**src/hdl/batd_ram.sv**
```systemverilog
`timescale 1ns / 1ps
// ----------------------------------------------------------------------------
// batd_ram
// generic single write port, single read port ram with registered read
// ----------------------------------------------------------------------------
module batd_ram #(
    parameter int WIDTH = 8,
    parameter int DEPTH = 16
) (
    input  logic                     clk,
    input  logic                     wr_en,
    input  logic [$clog2(DEPTH)-1:0] wr_addr,
    input  logic [WIDTH-1:0]         wr_data,
    input  logic                     rd_en,
    input  logic [$clog2(DEPTH)-1:0] rd_addr,
    output logic [WIDTH-1:0]         rd_data
);
    logic [WIDTH-1:0] mem [DEPTH];

    always_ff @(posedge clk)
    begin
        if (wr_en)
        begin
            mem[wr_addr] <= wr_data;
        end
        if (rd_en)
        begin
            rd_data <= mem[rd_addr];
        end
    end
endmodule

```
**config.mk**
```make
export PLATFORM = sky130hd
export DESIGN_NAME = batd_ram
export DESIGN_NICKNAME = d
export VERILOG_FILES = /design/src/hdl/batd_ram.sv
export SDC_FILE = /design/constraint.sdc
export NUM_CORES = 1
export LEC_CHECK = 0
export BUFFER_PORTS_ARGS = -buffer_cell sky130_fd_sc_hd__buf_2
export CORE_ASPECT_RATIO = 0.7
export CORE_UTILIZATION = 40
export CTS_CLUSTER_DIAMETER = 200
export DETAILED_ROUTE_END_ITERATION = 7
export SLEW_MARGIN = 20
export SYNTH_ARGS = -nofsm -noshare
export SYNTH_HDL_FRONTEND = slang
export SYNTH_SLANG_ARGS = --single-unit
```
**constraint.sdc**
```tcl
create_clock -name clk -period 5.2 [get_ports clk]
set_input_delay 0.52 -clock clk [delete_from_list [all_inputs] [get_ports clk]]
set_output_delay 0.52 -clock clk [all_outputs]
set_load 0.03 [all_outputs]
```
* Word-level counts from Yosys, hierarchy flattened
Memory sizes are Yosys's and may differ from the RTL's. A register that Yosys moved wholly into a read port is not among the register bits.
Index checks and enable logic that the tools add are counted.
** Operators by class
- Muxes and demuxes :: 2
** Operators with widths (count)
- $mux W1 :: 2
** Word-level totals
- Register bits after elaboration :: 0
- Memory bits (writable) :: 128
- Bits of input ports :: 19
- Output and inout port bits :: 8
- Memories kept :: 1
** Memory list
- mem :: words 16, width 8, read ports 1, clocked after memory_dff 1, write ports 1, RTL line 18 : logic [WIDTH-1:0] mem [DEPTH];

* Logic depth before layout (Yosys ltp)
- Depth in word-level cells :: 2
- Depth in mapped cells :: 5
- Depth with buffers taken out :: 3

* Least setup slack after synthesis
Ideal clock, no wire load.
- Path kind :: input to register
- Start :: input port wr_addr[2]
- End :: memory mem[0][0] (enable)
- Arrival time :: 1630 ps
- Data required time :: 4817 ps
- Path slack :: 3187 ps
- Cell stages on the path :: 2
- Path buffers :: 0
- Cell sequence :: or3b_2 nor3_1
** RTL lines
- from (decl) :: RTL line 12 : input logic [$clog2(DEPTH)-1:0] wr_addr,
- to (decl) :: RTL line 18
Straight into the memory's write port.

==> results.tsv <==
metric	value	unit
final worst-path cycle share	35.9	%
Clock Pin Slew Worst Setup and Hold Paths	0.06	ns
TritonCTS Sinks	136	
DRT iter0 DRCs	235	
FP Rows	34	
fmax	535	MHz
initial antenna violation count	0	
Crit path largest cell delay	0.63	ns
predominant post-synthesis flop cell	edfxtp_1	
design area	6160	µm²
Crit-path slowest cell	mux4_1	
failing checks	design-rule violations	
DRT Wirelength	10500	µm
drt wl/cell	23.7	µm
CTS Hold Buffers Added	0	
Die Span Y	97.6	µm
Tightest Hold Check Type	input port to flop	
commonest non-fill, non-tap cell in the layout	edfxtp_1	
pin count of the biggest net entering global routing	33	
# DRC	4	
total power per unit cell area	433	nW/µm²
reg2reg start	mem[10][1]$_DFFE_PP_	
Starting Density	41.5	%
multi-input combinational cell area	1060	µm²
kind of cell adding the most delay to the critical path	multiplexers	
Syn Area/Cell	22.8	µm²
run status	finished, violations left	
vias in the first global route	2410	
post-cts resize count	0	
Synthesis Warnings	0	
Crit. Startpoint	rd_addr[0]	
FF-to-FF End	rd_data[1]$_DFFE_PP_	
via-per-instance ratio	5.41	
FILL cells	1044	
Setup TNS	0	ns
final hold violations	0	
H-Tree Depth	4	
remaining antenna violation count after routing	0	
n_diodes	0	
Worst-Skew Late Latency	0.41	ns
Initial DRT Pass Iterations	8	
worst rel slew slack	34.0	%
Floorplan Core Area	12600	µm²
Final setup viols	0	
Lkg Pwr	2.04	nW
RSZ-0062 raised after global routing	no	
synthesized net count	248	
Post-CTS Setup Bufs	0	
cells along the critical path	buf_4 -> mux4_1 -> a22oi_1 -> nand2_1	
hold_sp	wr_data[5]	
Reg area	4080	µm²
Setup crit start kind	input port	
CP arrival	2.02	ns
Hold Crit Endpoint	mem[7][5]$_DFFE_PP_	
GRT Total Usage	17.0	%
CP max FO	32	
Clock Skew	0.00998	ns
Hold Path Cell Cnt	1	
Yosys reg bits	136	
clk root buf	clkbuf_16	
most frequent cells in the layout	edfxtp_1 (136), buf_2 (25), mux4_2 (18), clkbuf_16 (17), a22oi_1 (16)	
CTS tree	done	
share of cells above drive strength 1	28.8	%
Max rail drop VDD	0.000283	V
Worst Path Required	5.35	ns
crit path time final	1.87	ns
Die X-Extent	139	µm
EDFF count, synth	136	
via count	2398	
Port-buffer cells	26	
fraction of the yosys area taken by sequential cells	78.1	%
Die ar.	13500	µm²
WP buf/inv	1	
max-cap check violation count	0	
CP Capture Type	flop	
IO Pins	27	
ys async rst share	0	%
CTS buffer count	17	
DP HPWL	6590	µm
area post-placement	5500	µm²
Synth cell types	18	
Reg2Reg Depth	3	
Tightest Pin Transition	0.986	ns
r2r setup slk	3.73	ns
GRT Residual Overflow	0	
Slew Limit Fails	0	
mapped cell area	5230	µm²
global-route wire length before repair	15700	µm
Setup CP Type	input port to flop	
RD Place Congestion	0.740	
Clock Tree Buf Depth	2	
fin nets	287	
synthesized instance count	229	
area delta synth->final	17.9	%
==> layout make-up <==
| class | count | area share, % |
|---|---|---|
| sequential | 136 | 66.3 |
| multi-input combinational | 83 | 17.2 |
| clock buffer | 18 | 6.97 |
| tap | 162 | 3.29 |
| timing repair buffer | 30 | 2.64 |
| clock inverter | 14 | 3.61 |
==> synth_stat cells (2+ instances only) <==
library cell	n	area [µm²]
nand3b_1	2	15.0
edfxtp_1	136	4080
buf_2	3	15.0
mux4_1	14	368
nor3_1	4	20.0
nor2_1	13	48.8
a22oi_1	16	120
mux4_2	18	405
clkdlybuf4s25_2	3	30.0
buf_6	3	33.8
nand2_1	9	33.8
nand2b_1	2	12.5
==> how the worst max path moves through the flow <==
stage,to,cells past startpoint,slack [ns]
floorplan,mem[0][0]$_DFFE_PP_,2,3.19
global placement,rd_data[1]$_DFFE_PP_,4,2.53
detailed placement,rd_data[1]$_DFFE_PP_,4,2.50
CTS,rd_data[1]$_DFFE_PP_,4,2.94
global route,rd_data[1]$_DFFE_PP_,4,3.21
finish,rd_data[1]$_DFFE_PP_,4,3.33
==> state kept, by name, summed over array words and instances, names as in the netlist <==
signal / cells
rd_data: 8
mem: 128
==> logic make-up after synthesis <==
kind of cell,after synthesis,synth area share [%]
compound gates,16,2.30
buf+inv,10,1.65
flops,136,78.1
mux,32,14.8
simple gates,35,3.14
==> per-stage QoR <==
step                utilization, %  total power, mW  hold slack (ns)  cells  setup WS [ns]
floorplan                        -             1.34            0.619    229           3.19
global placement              43.7             1.38            0.737    411           2.53
detailed placement            43.7             1.39            0.753    411           2.50
CTS                           48.9             2.69            0.481    443           2.94
global route                  48.9             2.74            0.474    443           3.21
finish                        48.9             2.67            0.487    443           3.33
==> power breakdown <==
group / internal, mW / total, mW / switching, mW
Combinational: 0.0434 / 0.117 / 0.0738
Clock: 0.855 / 1.31 / 0.451
Sequential: 1.24 / 1.24 / 0.00773
Total: 2.13 / 2.67 / 0.532
==> routing by layer <==
metal  global-route usage, %  part of all wire (%)  vias up
met4                    5.47                  0.87        0
li1                        -                     -     1059
met3                    5.62                   6.6       10
met2                    23.5                    44       72
met5                       0                     0        -
met1                    25.4                    49     1257
(Power assumes the default switching activity.)
