File: src/hdl/batd_pkg.sv
`timescale 1ns / 1ps
// ----------------------------------------------------------------------------
// batd_pkg
// shared constants, codes and handshake structs of the thumbnail downscaler
// ----------------------------------------------------------------------------
package batd_pkg;

    localparam int DEF_MAX_THUMB_WIDTH = 256;
    localparam int DEF_MAX_SCREEN_DIM  = 2048;

    localparam int CFG_IDX_W  = 3;
    localparam int CFG_DATA_W = 12;
    localparam int PIX_W      = 32;
    localparam int SUM_W      = 30;
    localparam int NUM_CH     = 4;
    localparam int DIV_W      = 32;
    localparam int RECIP_W    = 17;
    localparam int FRAC_SHIFT = 16;

    localparam logic [11:0] RST_SCREEN_W = 12'd800;
    localparam logic [11:0] RST_SCREEN_H = 12'd600;
    localparam logic [8:0]  RST_THUMB_W  = 9'd132;
    localparam logic [8:0]  RST_THUMB_H  = 9'd100;
    localparam logic [3:0]  RST_REDUCE   = 4'd6;

    localparam logic [31:0] FRAC_ONE = 32'd65536;
    localparam logic [31:0] BYTE_MAX = 32'd255;

    typedef enum logic [CFG_IDX_W-1:0] {
        REG_SCREEN_WIDTH  = 3'd0,
        REG_SCREEN_HEIGHT = 3'd1,
        REG_THUMB_WIDTH   = 3'd2,
        REG_THUMB_HEIGHT  = 3'd3,
        REG_REDUCE_FACTOR = 3'd4
    } cfg_reg_t;

    typedef struct packed {
        logic             start;
        logic [DIV_W-1:0] num;
        logic [DIV_W-1:0] den;
    } div_req_t;

    typedef struct packed {
        logic             done;
        logic [DIV_W-1:0] quot;
        logic [DIV_W-1:0] rem;
    } div_rsp_t;

endpackage

File: src/hdl/batd_div.sv
`timescale 1ns / 1ps
// ----------------------------------------------------------------------------
// batd_div
// restoring unsigned divider, one quotient bit per cycle
// ----------------------------------------------------------------------------
module batd_div (
    input  logic               clk,
    input  logic               rst_n,
    input  batd_pkg::div_req_t req,
    output batd_pkg::div_rsp_t rsp
);
    import batd_pkg::*;

    localparam int CNT_W = $clog2(DIV_W + 1);

    logic             busy_reg, busy_next;
    logic             done_reg, done_next;
    logic [CNT_W-1:0] cnt_reg, cnt_next;
    logic [DIV_W-1:0] num_reg, num_next;
    logic [DIV_W-1:0] rem_reg, rem_next;
    logic [DIV_W-1:0] den_reg, den_next;
    logic [DIV_W:0]   rem_shift;
    logic [DIV_W:0]   rem_diff;

    always_comb
    begin
        busy_next = busy_reg;
        done_next = 1'b0;
        cnt_next  = cnt_reg;
        num_next  = num_reg;
        rem_next  = rem_reg;
        den_next  = den_reg;
        rem_shift = {rem_reg, num_reg[DIV_W-1]};
        rem_diff  = rem_shift - {1'b0, den_reg};
        if (req.start)
        begin
            busy_next = 1'b1;
            cnt_next  = CNT_W'(DIV_W);
            num_next  = req.num;
            den_next  = req.den;
            rem_next  = '0;
        end
        else if (busy_reg)
        begin
            // trial subtract, keep the shifted remainder on a borrow
            if (!rem_diff[DIV_W])
            begin
                rem_next = rem_diff[DIV_W-1:0];
                num_next = {num_reg[DIV_W-2:0], 1'b1};
            end
            else
            begin
                rem_next = rem_shift[DIV_W-1:0];
                num_next = {num_reg[DIV_W-2:0], 1'b0};
            end
            cnt_next = cnt_reg - CNT_W'(1);
            if (cnt_reg == CNT_W'(1))
            begin
                busy_next = 1'b0;
                done_next = 1'b1;
            end
        end
    end

    always_ff @(posedge clk or negedge rst_n)
    begin
        if (!rst_n)
        begin
            busy_reg <= 1'b0;
            done_reg <= 1'b0;
            cnt_reg  <= '0;
            num_reg  <= '0;
            rem_reg  <= '0;
            den_reg  <= '0;
        end
        else
        begin
            busy_reg <= busy_next;
            done_reg <= done_next;
            cnt_reg  <= cnt_next;
            num_reg  <= num_next;
            rem_reg  <= rem_next;
            den_reg  <= den_next;
        end
    end

    assign rsp.done = done_reg;
    assign rsp.quot = num_reg;
    assign rsp.rem  = rem_reg;
endmodule

File: config.mk
export PLATFORM = sky130hd
export DESIGN_NAME = batd_div
export DESIGN_NICKNAME = d
export VERILOG_FILES = /design/src/hdl/batd_pkg.sv /design/src/hdl/batd_div.sv
export SDC_FILE = /design/constraint.sdc
export NUM_CORES = 1
export LEC_CHECK = 0
export ABC_AREA = 1
export BUFFER_PORTS_ARGS = -buffer_cell sky130_fd_sc_hd__buf_2
export CELL_PAD_IN_SITES_DETAIL_PLACEMENT = 1
export CELL_PAD_IN_SITES_GLOBAL_PLACEMENT = 1
export CORE_ASPECT_RATIO = 0.9
export CORE_MARGIN = 5
export CORE_UTILIZATION = 30
export CTS_BUF_LIST = sky130_fd_sc_hd__clkbuf_16
export DETAILED_ROUTE_END_ITERATION = 8
export PLACE_DENSITY = 0.74
export SETUP_SLACK_MARGIN = 0.2
export SYNTH_ARGS = -nofsm -noshare
export SYNTH_HDL_FRONTEND = slang
export SYNTH_SLANG_ARGS = --single-unit
File: constraint.sdc
create_clock -name clk -period 4 [get_ports clk]
set_input_delay 0.4 -clock clk [delete_from_list [all_inputs] [get_ports clk]]
set_output_delay 0.4 -clock clk [all_outputs]
set_load 0.01 [all_outputs]
---- Word level (Yosys, flattened, before mapping) ----
Index checks and enable logic that the tools add are counted.
W data, S select, Z words.
storage, ports and cells
  bits in registers ....................... 104
  input bits .............................. 67
  output and inout port bits .............. 65
  logic and storage cells ................. 24
operators by class
  $add $sub $neg .......................... 2
  equality and inequality tests ........... 1
  mux-type cells .......................... 14
  reduce and logical (&&, ||, !) cells .... 1
operators by type and width
  operator               count
  $mux W32               5
  $sub A33 B32 Y33       1
  $mux W6                2
  $mux W1                7
  $eq A6 B1 Y1 const B   1
  $sub A6 B1 Y6 const B  1
  $reduce_bool A2 Y1     1

---- Depth between registers and ports, before layout ----
Gate-level depths: netlist of the first run.
  depth in word-level cells ............... 4
  depth in mapped cells ................... 19
  mapped depth without buffers ............ 18

---- Least setup slack after synthesis of the first run ----
No wires, ideal clock.
  kind .................................... register -> register
  from .................................... register num_reg[31]
  to ...................................... register rem_reg[10]
  setup time .............................. 0.118 ns
  arrival time ............................ 2.117 ns
  data required time ...................... 3.882 ns
  setup slack ............................. 1.765 ns
  stages on the path, launching flop included .. 18
  buffers on the path ..................... 1
  clock period less this slack ............ 2.235 ns
  cell sequence ........................... dfrtp_1 -> inv_1 -> ha_1 -> inv_1 -> fa_1 -> nand2_1 -> nand2_1 -> nand3_2 -> nand2_2 -> nand2_2 -> nand2_4 -> nand2_4 -> nand3_1 -> nand2_4 -> buf_4 -> nand2_1 -> nand3_1 -> nand2_1
between the ends
  longest elaborated chain between the ends .. 4
ends and longest elaborated chain
  item                    line            RTL
  from (decl)             batd_div.sv:19  logic [DIV_W-1:0] num_reg, num_next;
  from (signal assigned)  batd_div.sv:81  num_reg <= num_next;
  $sub A33 B32 Y33        batd_div.sv:34  rem_diff = rem_shift - {1'b0, den_reg};
  $mux W32                batd_div.sv:46  if (!rem_diff[DIV_W])
  $mux W32                batd_div.sv:43  else if (busy_reg)
  $mux W32                batd_div.sv:35  if (req.start)
  to (signal assigned)    batd_div.sv:82  rem_reg <= rem_next;
  to (decl)               batd_div.sv:20  logic [DIV_W-1:0] rem_reg, rem_next;
Every way passes these cells. The select of a mux whose other input is x is not followed.
A chain may end at the register's enable or synchronous reset.

---- Worst setup path in the final report of the first run ----
  from .................................... register num_reg[31]
  to ...................................... register rem_reg[3]
The elaborated chain is that of the path after synthesis.

==> reports/metrics.yaml, run 1 <==
clocking:
  cts_tree: "done"
  clock_latency_ns: 0.37
  clock_path_buffers: 2
  cts_hold_buf: 0
  cts_buffers: 9
  postCtsSetupBuffers: 0
  cts_resized: 0
  htreeDepth: 3
  numClockSinks: 104
  root_buffer: "clkbuf_16"
  clk_pin_slew_ns: 0.08
cells_and_area:
  fillers: 3054
  utilization_pct: 35.9
  n_antenna_cell: 0
  syn2layout_area_growth_pct: 16.8
  final_common_cell: "nand2_1"
  fin_area_sq_um: 8440
  fin_nets: 1334
  final_cell_mix: "nand2_1 (510), inv_1 (174), buf_2 (129), dfrtp_1 (104), nand3_1 (71)"
  drive_above_1_share_pct: 15.0
synthesis:
  synth_xor_area_share_pct: 1.82
  ys_types: 37
  synth_ff_type: "dfrtp_1"
  synth_adder_area_share_pct: 6.16
  synth-compound-area-share_pct: 6.11
  yosysSeqAreaShare_pct: 36.0
  synth_edf_count: 0
  synthSimpleGateAreaFrac_pct: 38.6
  synth_nets: 1218
  synth-async-reset-ratio_pct: 100
  synth_seq_cells: 104
  synth.avg_cell_area_sq_um: 6.48
  synth_top_family_by_area: "simple AND/OR/NAND/NOR gates"
  yosysWarnings: 0
  synth.area.mux_share_pct: 0
  syn_inst: 1116
  syn-cell-area_sq_um: 7230
detailed_routing:
  vias: 7207
  drt_first_iter_violations: 258
  dr.pass1.iters: 4
  drtAntennaViolNets: 0
  viasPerCell: 4.68
  drc_errors: 0
  wl_mm: 23.8
  wl_per_cell_um: 15.4
sta:
  period_minus_slack_ns: 2.81
  fmax_ghz: 0.356
  hold_viol: 0
  whs_ns: 0.0465
  finalMaxSlewViolations: 0
  finClkSkew_ns: 0.0149
  worstMarginPinSlew_ns: 1.01
  tns_ns: 0
  worst_slack_ns: 1.19
  rsz0062_at_grt: "no"
  post-route-period-util_pct: 70.2
  setup_viol_count_final: 0
  timing.slew.headroom_pct: 32.6
worst_setup_path:
  arrival_ns: 3.05
  startpoint_type: "register"
  critical_path_class: "register to register"
  cp.required_ns: 4.24
  end_kind: "register"
  worst-path-max-fanout: 31
floorplan:
  core_area_sq_um: 23500
  ios: 132
  start_util_pct: 30.7
  die_area_sq_um: 27300
  fp.dieH_um: 157
  die-width_um: 174
  row_count: 53
global_route:
  gr-usage-all-layers_pct: 17.7
  grt_pass1_vias: 7784
  overflow: 0
  grt_pass1_wl_mm: 39.7
  antenna_found_initial: 1
  grt_max_degree: 101
power_and_ir_drop:
  power.density_nw_per_um2: 495
  max-vdd-ir-drop_v: 0.000255
  p_leak_uw: 0.00502
placed_design:
  dp_hpwl_mm: 18.7
  gp_congestion: 0.894
  dpl_cell_area_sq_um: 8150
  port_buffers: 131
  pre_cts_ws_ns: 1.20
run:
  max_cap_viol_count: 0
hold_path:
  hold_path.class: "input port to async pin"
run_status:
  status: "complete, no violations"
-- synth_stat cells, drive strengths merged (2+ instances only) --
| cell type | n | share of area [%] |
|---|---|---|
| nand2 | 531 | 28 |
| a21oi | 28 | 2.1 |
| o211ai | 2 | 0.21 |
| o21bai | 5 | 0.52 |
| xnor2 | 7 | 0.85 |
| clkbuf | 19 | 0.99 |
| o221ai | 3 | 0.36 |
| buf | 11 | 1.2 |
| inv | 176 | 9.1 |
| nand4 | 9 | 0.78 |
| ha | 34 | 5.9 |
| nor3 | 7 | 0.48 |
| xor2 | 8 | 0.97 |
| dfrtp | 104 | 36 |
| o21ai | 38 | 2.6 |
| and2 | 7 | 0.61 |
| nand3 | 72 | 5.1 |
| nor2 | 47 | 2.8 |
-- final cells by class --
type / count / area, sq um / area share (%)
clock buffers: 9 / 225 / 2.67
clock inverters: 7 / 65.1 / 0.770
inverters: 176 / 661 / 7.82
multi-input cells: 806 / 3820 / 45.3
flip-flops and latches: 104 / 2600 / 30.8
well taps: 302 / 378 / 4.47
repair buffers: 135 / 691 / 8.18
-- path summary, 6_finish.rpt --
check / endpoint / cells past startpoint / start / slack, ns
setup / recovery: rem_reg[3]$_DFFE_PN0P_ / 16 / num_reg[31]$_DFFE_PN0P_ / 1.19
min in group clk: den_reg[29]$_DFFE_PN0P_ / 3 / req[29] / 0.24
hold / removal: done_reg$_DFF_PN0_ / 1 / rst_n / 0.05
max in group asynchronous: num_reg[22]$_DFFE_PN0P_ / 2 / rst_n / 3.08
hold reg to reg: cnt_reg[5]$_DFFE_PN0P_ / 1 / cnt_reg[5]$_DFFE_PN0P_ / 0.50
setup reg to reg: rem_reg[3]$_DFFE_PN0P_ / 16 / num_reg[31]$_DFFE_PN0P_ / 1.19
-- power by group --
group / switching, uW / total [uW] / internal, uW
Sequential: 144 / 1340 / 1200
Clock: 473 / 911 / 437
Combinational: 1300 / 1930 / 626
-- metrics by stage --
stage	power [uW]	std cells
after global placement	3240	1523
after floorplan	2700	1116
final	4180	1539
after CTS	4220	1539
after global routing	4530	1539
after detailed placement	3300	1523
-- logic make-up after synthesis --
family | after synthesis
flip-flops | 104
AND/OR/NAND/NOR | 677
XOR/XNOR | 15
adder cells (fa/ha/maj) | 35
AO/OA/AOI/OAI | 79
buffers and inverters | 206
-- worst max-delay path: stages, from the launching register on --
cell	delay, ns
dfrtp_1	0.38
inv_1	0.11
ha_1	0.15
inv_1	0.08
fa_1	0.44
nand2_1	0.09
nand2_1	0.09
nand3_2	0.09
nand2_2	0.09
nand2_2	0.10
nand2_4	0.07
nand2_4	0.07
nand3_1	0.08
nand2_2	0.55
nand2_1	0.12
nand3_1	0.12
nand2_1	0.07
-- per-layer routing --
metal,wire length [um],vias up,part of all wire (%),global-route usage (%)
met4,218,2,0.92,3.39
met3,1240,14,5.2,4.18
met2,10700,121,45,30.0
met5,13,-,0.055,0
li1,-,3621,-,-
met1,11600,3449,49,23.5
No activity file was read; power rests on OpenSTA's default activity.
==> run 2: changes to the inputs <==
--- a/config.mk
+++ b/config.mk
@@ -14,7 +14,7 @@
 export CORE_UTILIZATION = 30
 export CTS_BUF_LIST = sky130_fd_sc_hd__clkbuf_16
 export DETAILED_ROUTE_END_ITERATION = 8
-export PLACE_DENSITY = 0.74
+export PLACE_DENSITY = 0.77
 export SETUP_SLACK_MARGIN = 0.2
 export SYNTH_ARGS = -nofsm -noshare
 export SYNTH_HDL_FRONTEND = slang
==> constraint.sdc (replaced) <==
create_clock -name clk -period 2.35 [get_ports clk]
set_input_delay 0.235 -clock clk [delete_from_list [all_inputs] [get_ports clk]]
set_output_delay 0.235 -clock clk [all_outputs]
set_load 0.01 [all_outputs]
==> run 2 against run 1 <==
  * Register-to-register slack got worse by 1.1 ns
  * Final area increased by 12%
  * Sequential share of layout area shrank 3.3 points
  * Critical endpoint is now rem_reg[0]$_DFFE_PN0P_
==> reports/metrics.yaml, run 2 (same netlist as run 1, synthesis figures left out) <==
worst_setup_path:
  rrSetupSlack_ns: 0.06
  crit_path_cell_trace: "ha_1, nand2_2, inv_1, a21oi_2, nand2_4, nand2_4, nand2_4, nand2_4, nand2_4, nand2_4, nand2_8, buf_6, clkbuf_16, nand2_2, nand3_2, nand2_1"
  cpPeakStageDelay_ns: 0.39
  startpoint_type: "register"
  r2r_start: "rem_reg[6]$_DFFE_PN0P_"
  endpoint: "rem_reg[0]$_DFFE_PN0P_"
  cp.buffers_inverters: 3
  r2r_cells: 16
  cp_top_family: "simple AND/OR/NAND/NOR gates"
  worst-path-max-fanout: 4
  slowest_stage: "dfrtp_1"
  worstSetupStartpoint: "rem_reg[6]$_DFFE_PN0P_"
  critical_path_class: "register to register"
  cp.required_ns: 2.65
  cp.depth: 16
  arrival_ns: 2.59
  worst_r2r_endpoint: "rem_reg[0]$_DFFE_PN0P_"
  end_kind: "register"
  critical_path.most_common_cell: "nand2_4"
power_and_ir_drop:
  seqPwrFrac_pct: 27.6
  power.density_nw_per_um2: 892
  swShare_pct: 43.8
  max-vdd-ir-drop_v: 0.000441
  p_leak_uw: 0.00529
  clkPwrFrac_pct: 20.9
  power.share.combinational_pct: 51.5
  internal_power_uw: 4760
  p_sw_uw: 3710
global_route:
  use_met2_pct: 31.7
  antenna_found_initial: 4
  use_met1_pct: 24.4
  grt_pass1_vias: 8085
  gr-usage-all-layers_pct: 18.6
  met3_usage_pct: 4.78
  grt_pass1_wl_mm: 41.6
  overflow: 0
  grt.busiest_layer: "met2"
  grt_max_degree: 60
detailed_routing:
  wl_mm: 26.0
  drtAntennaViolNets: 0
  viasPerCell: 4.80
  drt_first_iter_violations: 265
  drc_errors: 0
  wl_per_cell_um: 16.5
  vias: 7541
  dr.pass1.iters: 4
run:
  max_cap_viol_count: 0
floorplan:
  ios: 132
  die_area_sq_um: 27300
  row_count: 53
  fp.dieH_um: 157
  die-width_um: 174
  start_util_pct: 30.7
  core_area_sq_um: 23500
cells_and_area:
  drive_above_1_share_pct: 24.4
  fin_nets: 1365
  fin_area_sq_um: 9500
  utilization_pct: 40.3
  final_cell_mix: "nand2_1 (481), inv_1 (172), buf_2 (129), dfrtp_1 (92), nand3_1 (59)"
  final_common_cell: "nand2_1"
  syn2layout_area_growth_pct: 31.3
sta:
  timing.slew.headroom_pct: 61.7
  finClkSkew_ns: 0.0121
  rsz0062_at_grt: "yes"
  tns_ns: 0
  post-route-period-util_pct: 97.3
  whs_ns: 0.0780
  fmax_ghz: 0.437
  period_minus_slack_ns: 2.29
  worstMarginPinSlew_ns: 0.575
  setup_viol_count_final: 0
  finalMaxSlewViolations: 0
  hold_viol: 0
  worst_slack_ns: 0.0628
clocking:
  cts_buffers: 9
  htreeDepth: 3
  root_buffer: "clkbuf_16"
  clk_pin_slew_ns: 0.08
  clock_path_buffers: 2
  clock_latency_ns: 0.36
  cts_tree: "done"
  numClockSinks: 104
placed_design:
  port_buffers: 131
  gp_congestion: 0.891
  pre_cts_ws_ns: -0.0139
  dpl_cell_area_sq_um: 8350
  dp_hpwl_mm: 19.4
hold_path:
  hold_path.class: "input port to register"
run_status:
  status: "complete, no violations"
run 2: changes by cell type in the layout (fill, tap and decap cells not counted), moves of 8 or more:
cell	delta
nand3_2	+11
nand2_1	-29
ha_1	-27
nand3_1	-12
buf_4	+19
nand2_2	+19
dfrtp_2	+12
nand2_4	+8
ha_4	+27
dfrtp_1	-12
run 2: worst min-delay path by stage:
stage | startpoint | endpoint | slack (ns) | cells after the start
3_5_place_dp | rst_n | num_reg[29]$_DFFE_PN0P_ | 0.26 | 1
5_1_grt | req[2] | den_reg[2]$_DFFE_PN0P_ | 0.07 | 3
2_1_floorplan | rst_n | busy_reg$_DFF_PN0_ | -0.06 | 0
6_report | req[28] | den_reg[28]$_DFFE_PN0P_ | 0.08 | 3
3_3_place_gp | rst_n | num_reg[29]$_DFFE_PN0P_ | 0.25 | 1
4_1_cts | req[24] | den_reg[24]$_DFFE_PN0P_ | 0.07 | 3
run 2: power by group through the flow:
stage / clock (uW) / sequential, uW / combinational (uW)
final: 1770 / 2340 / 4360
after global routing: 1900 / 2380 / 4800
after CTS: 1820 / 2320 / 3970
after floorplan: 0 / 2330 / 2260
after detailed placement: 0 / 2310 / 3510
after global placement: 0 / 2300 / 3420
run 2: layer usage:
metal  wire length [um]  vias to the layer above
met5                 41                        -
met4                404                        6
met3               1430                       33
met2              12100                      168
met1              12000                     3631
li1                   -                     3703
run 2: final cells by class:
type	count	area, sq um
timing repair buffer	166	1080
sequential	104	2620
inverter	176	663
clock inverter	7	110
tap	302	378
clock buffer	9	225
multi-input combinational	806	4420
fill	2990	14000
antenna	1	2.50
run 2: through the flow:
stage	cells	power [uW]
floorplan	1116	4600
global placement	1540	5720
detailed placement	1540	5810
CTS	1566	8110
global route	1570	9070
finish	1571	8470
run 2: tightest hold or removal path, cell delays in order:
cell and delay (ns):
buf_2 0.08, nand2_1 0.04, o21ai_0 0.06
run 2: what timing repair did:
| item | 4_1_cts | 5_1_grt |
|---|---|---|
| buffers inserted | 7 | 1 |
| hold endpoints to repair | 37 | 0 |
| gates cloned | 2 | 3 |
| endpoints found under the setup margin | 33 | 33 |
| pin swaps | 11 | 21 |
| hold buffers | 1 | 0 |
| gates resized for setup | 67 | 52 |
==> run 3: changes to the inputs <==
--- a/config.mk
+++ b/config.mk
@@ -6,7 +6,7 @@
 export NUM_CORES = 1
 export LEC_CHECK = 0
 export ABC_AREA = 1
-export BUFFER_PORTS_ARGS = -buffer_cell sky130_fd_sc_hd__buf_2
+export BUFFER_PORTS_ARGS = -buffer_cell sky130_fd_sc_hd__clkbuf_2
 export CELL_PAD_IN_SITES_DETAIL_PLACEMENT = 1
 export CELL_PAD_IN_SITES_GLOBAL_PLACEMENT = 1
 export CORE_ASPECT_RATIO = 0.9
==> run 3 against run 2 <==
  * Clock power is 15% lower
  * Setup slack worse by 0.038 ns
  * Wire length fell by 0.39%
  * Critical path depth down 2
  * First-iteration DRC count increased by 6.8%
  * Critical endpoint is now rem_reg[3]$_DFFE_PN0P_
  * Highest routed layer is now met4
==> reports/metrics.yaml, run 3 (same netlist as run 1, synthesis figures left out) <==
run_status:
  status: "complete, no violations"
cells_and_area:
  n_antenna_cell: 0
  final_cell_mix: "nand2_1 (479), inv_1 (168), clkbuf_2 (129), dfrtp_1 (94), nand3_1 (60)"
  final_common_cell: "nand2_1"
  fin_nets: 1365
  utilization_pct: 40.2
  seqCellArea_sq_um: 2620
  stdcell_count: 1570
  fillers: 3021
  multi_input_area_sq_um: 4450
  drive_above_1_share_pct: 24.7
  syn2layout_area_growth_pct: 30.8
worst_setup_path:
  critical_path_class: "register to register"
  startpoint_type: "register"
  worst-path-max-fanout: 5
  cp.required_ns: 2.60
  end_kind: "register"
  arrival_ns: 2.57
global_route:
  antenna_found_initial: 0
  overflow: 0
  grt_pass1_vias: 8249
  gr-usage-all-layers_pct: 19.0
  grt_max_degree: 66
  grt_pass1_wl_mm: 42.1
power_and_ir_drop:
  power.share.combinational_pct: 53.0
  clkPwrFrac_pct: 18.4
  p_sw_uw: 3700
  swShare_pct: 45.1
  power.density_nw_per_um2: 868
  seqPwrFrac_pct: 28.5
  internal_power_uw: 4510
  p_leak_uw: 0.00524
  max-vdd-ir-drop_v: 0.000417
sta:
  worst_slack_ns: 0.0252
  post-route-period-util_pct: 98.9
  finClkSkew_ns: 0.00883
  fmax_ghz: 0.430
  hold_viol: 0
  rsz0062_at_grt: "yes"
  finalMaxSlewViolations: 0
  setup_viol_count_final: 0
  timing.slew.headroom_pct: 58.9
  worstMarginPinSlew_ns: 0.617
  period_minus_slack_ns: 2.32
clocking:
  root_buffer: "clkbuf_16"
  cts_tree: "done"
  clock_path_buffers: 2
  clk_pin_slew_ns: 0.08
  clock_latency_ns: 0.36
  htreeDepth: 3
  numClockSinks: 104
  cts_buffers: 9
detailed_routing:
  vias: 7572
  viasPerCell: 4.82
  drtAntennaViolNets: 0
  wl_mm: 25.9
  wl_per_cell_um: 16.5
  drt_first_iter_violations: 283
  drc_errors: 0
  dr.pass1.iters: 5
placed_design:
  pre_cts_ws_ns: 0.0195
  placed_cells: 1538
  port_buffers: 131
  dp_hpwl_mm: 19.2
  gp_congestion: 0.877
floorplan:
  die-width_um: 174
  start_util_pct: 30.7
  ios: 132
  row_count: 53
  fp.dieH_um: 157
  die_area_sq_um: 27300
  core_area_sq_um: 23500
run:
  max_cap_viol_count: 0
hold_path:
  hold_path.class: "input port to register"
run 3: changes by cell type in the layout (fill, tap and decap cells not counted), moves of 3 or more:
cell / delta
nand2_2: -3
buf_2: -129
inv_2: +5
ha_1: -3
clkbuf_2: +129
inv_1: -4
nand2_4: +6
run 3: path summary, 6_finish.rpt:
| check | from | end | slack (ns) | cells after the start |
|---|---|---|---|---|
| hold / removal | req[0] | den_reg[0]$_DFFE_PN0P_ | 0.08 | 3 |
| setup / recovery | rem_reg[19]$_DFFE_PN0P_ | rem_reg[3]$_DFFE_PN0P_ | 0.03 | 14 |
| setup reg to reg | rem_reg[19]$_DFFE_PN0P_ | rem_reg[3]$_DFFE_PN0P_ | 0.03 | 14 |
| min in group asynchronous | rst_n | den_reg[1]$_DFFE_PN0P_ | 0.42 | 2 |
| max in group asynchronous | rst_n | rem_reg[27]$_DFFE_PN0P_ | 1.32 | 3 |
| hold reg to reg | cnt_reg[4]$_DFFE_PN0P_ | cnt_reg[4]$_DFFE_PN0P_ | 0.51 | 1 |
run 3: routing by layer:
| metal | share of wire [%] | vias to the layer above | wire length (um) | GRT usage (%) |
|---|---|---|---|---|
| met2 | 47 | 174 | 12200 | 32.7 |
| met5 | 0 | - | 0 | 0 |
| met4 | 1.4 | 0 | 352 | 4.56 |
| met3 | 5.3 | 28 | 1380 | 4.78 |
| li1 | - | 3694 | - | - |
| met1 | 46 | 3676 | 11900 | 24.2 |
run 3: area by class of cell:
type,count,share of cell area [%]
Multi-Input combinational cell,806,47.1
Sequential cell,104,27.6
Timing Repair Buffer,166,11.4
Inverter,176,6.98
Tap cell,302,3.99
Clock buffer,9,2.38
Clock inverter,7,0.595
run 3: stage by stage:
stage | setup TNS [ns] | power (uW) | area [sq um] | hold slack (ns)
detailed placement | 0 | 5820 | 8360 | 0.288
global placement | 0 | 5720 | 8360 | 0.283
floorplan | 0 | 4600 | 7230 | -0.0606
global route | -0.521 | 8810 | 9460 | 0.0720
finish | 0 | 8210 | 9460 | 0.0758
CTS | 0 | 7850 | 9130 | 0.0640
run 3: power by group through the flow:
stage	registers [uW]	logic, uW	clock network [uW]
3_5_place_dp	2320	3500	0
6_report	2340	4350	1510
4_1_cts	2320	3970	1560
5_1_grt	2380	4800	1630
2_1_floorplan	2330	2260	0
3_3_place_gp	2310	3410	0
run 3: worst max-delay path: stages (launching register included):
cell and delay [ns]:
dfrtp_1 0.49, ha_4 0.34, nand2_1 0.11, nor2_2 0.15, nand2_1 0.14, nor2_4 0.15, nand2_4 0.09, nand2_4 0.08
nand2_4 0.07, nand2_8 0.11, buf_6 0.14, buf_16 0.14, nand2_4 0.05, nand3_2 0.06, nand2_1 0.07
run 3: repair_timing:
action	in CTS	in global routing
pin swaps	12	23
endpoints found under the setup margin	33	33
gates cloned	2	1
hold endpoints to repair	41	0
gates resized for setup	66	62
hold buffers	1	0
setup buffers	7	5
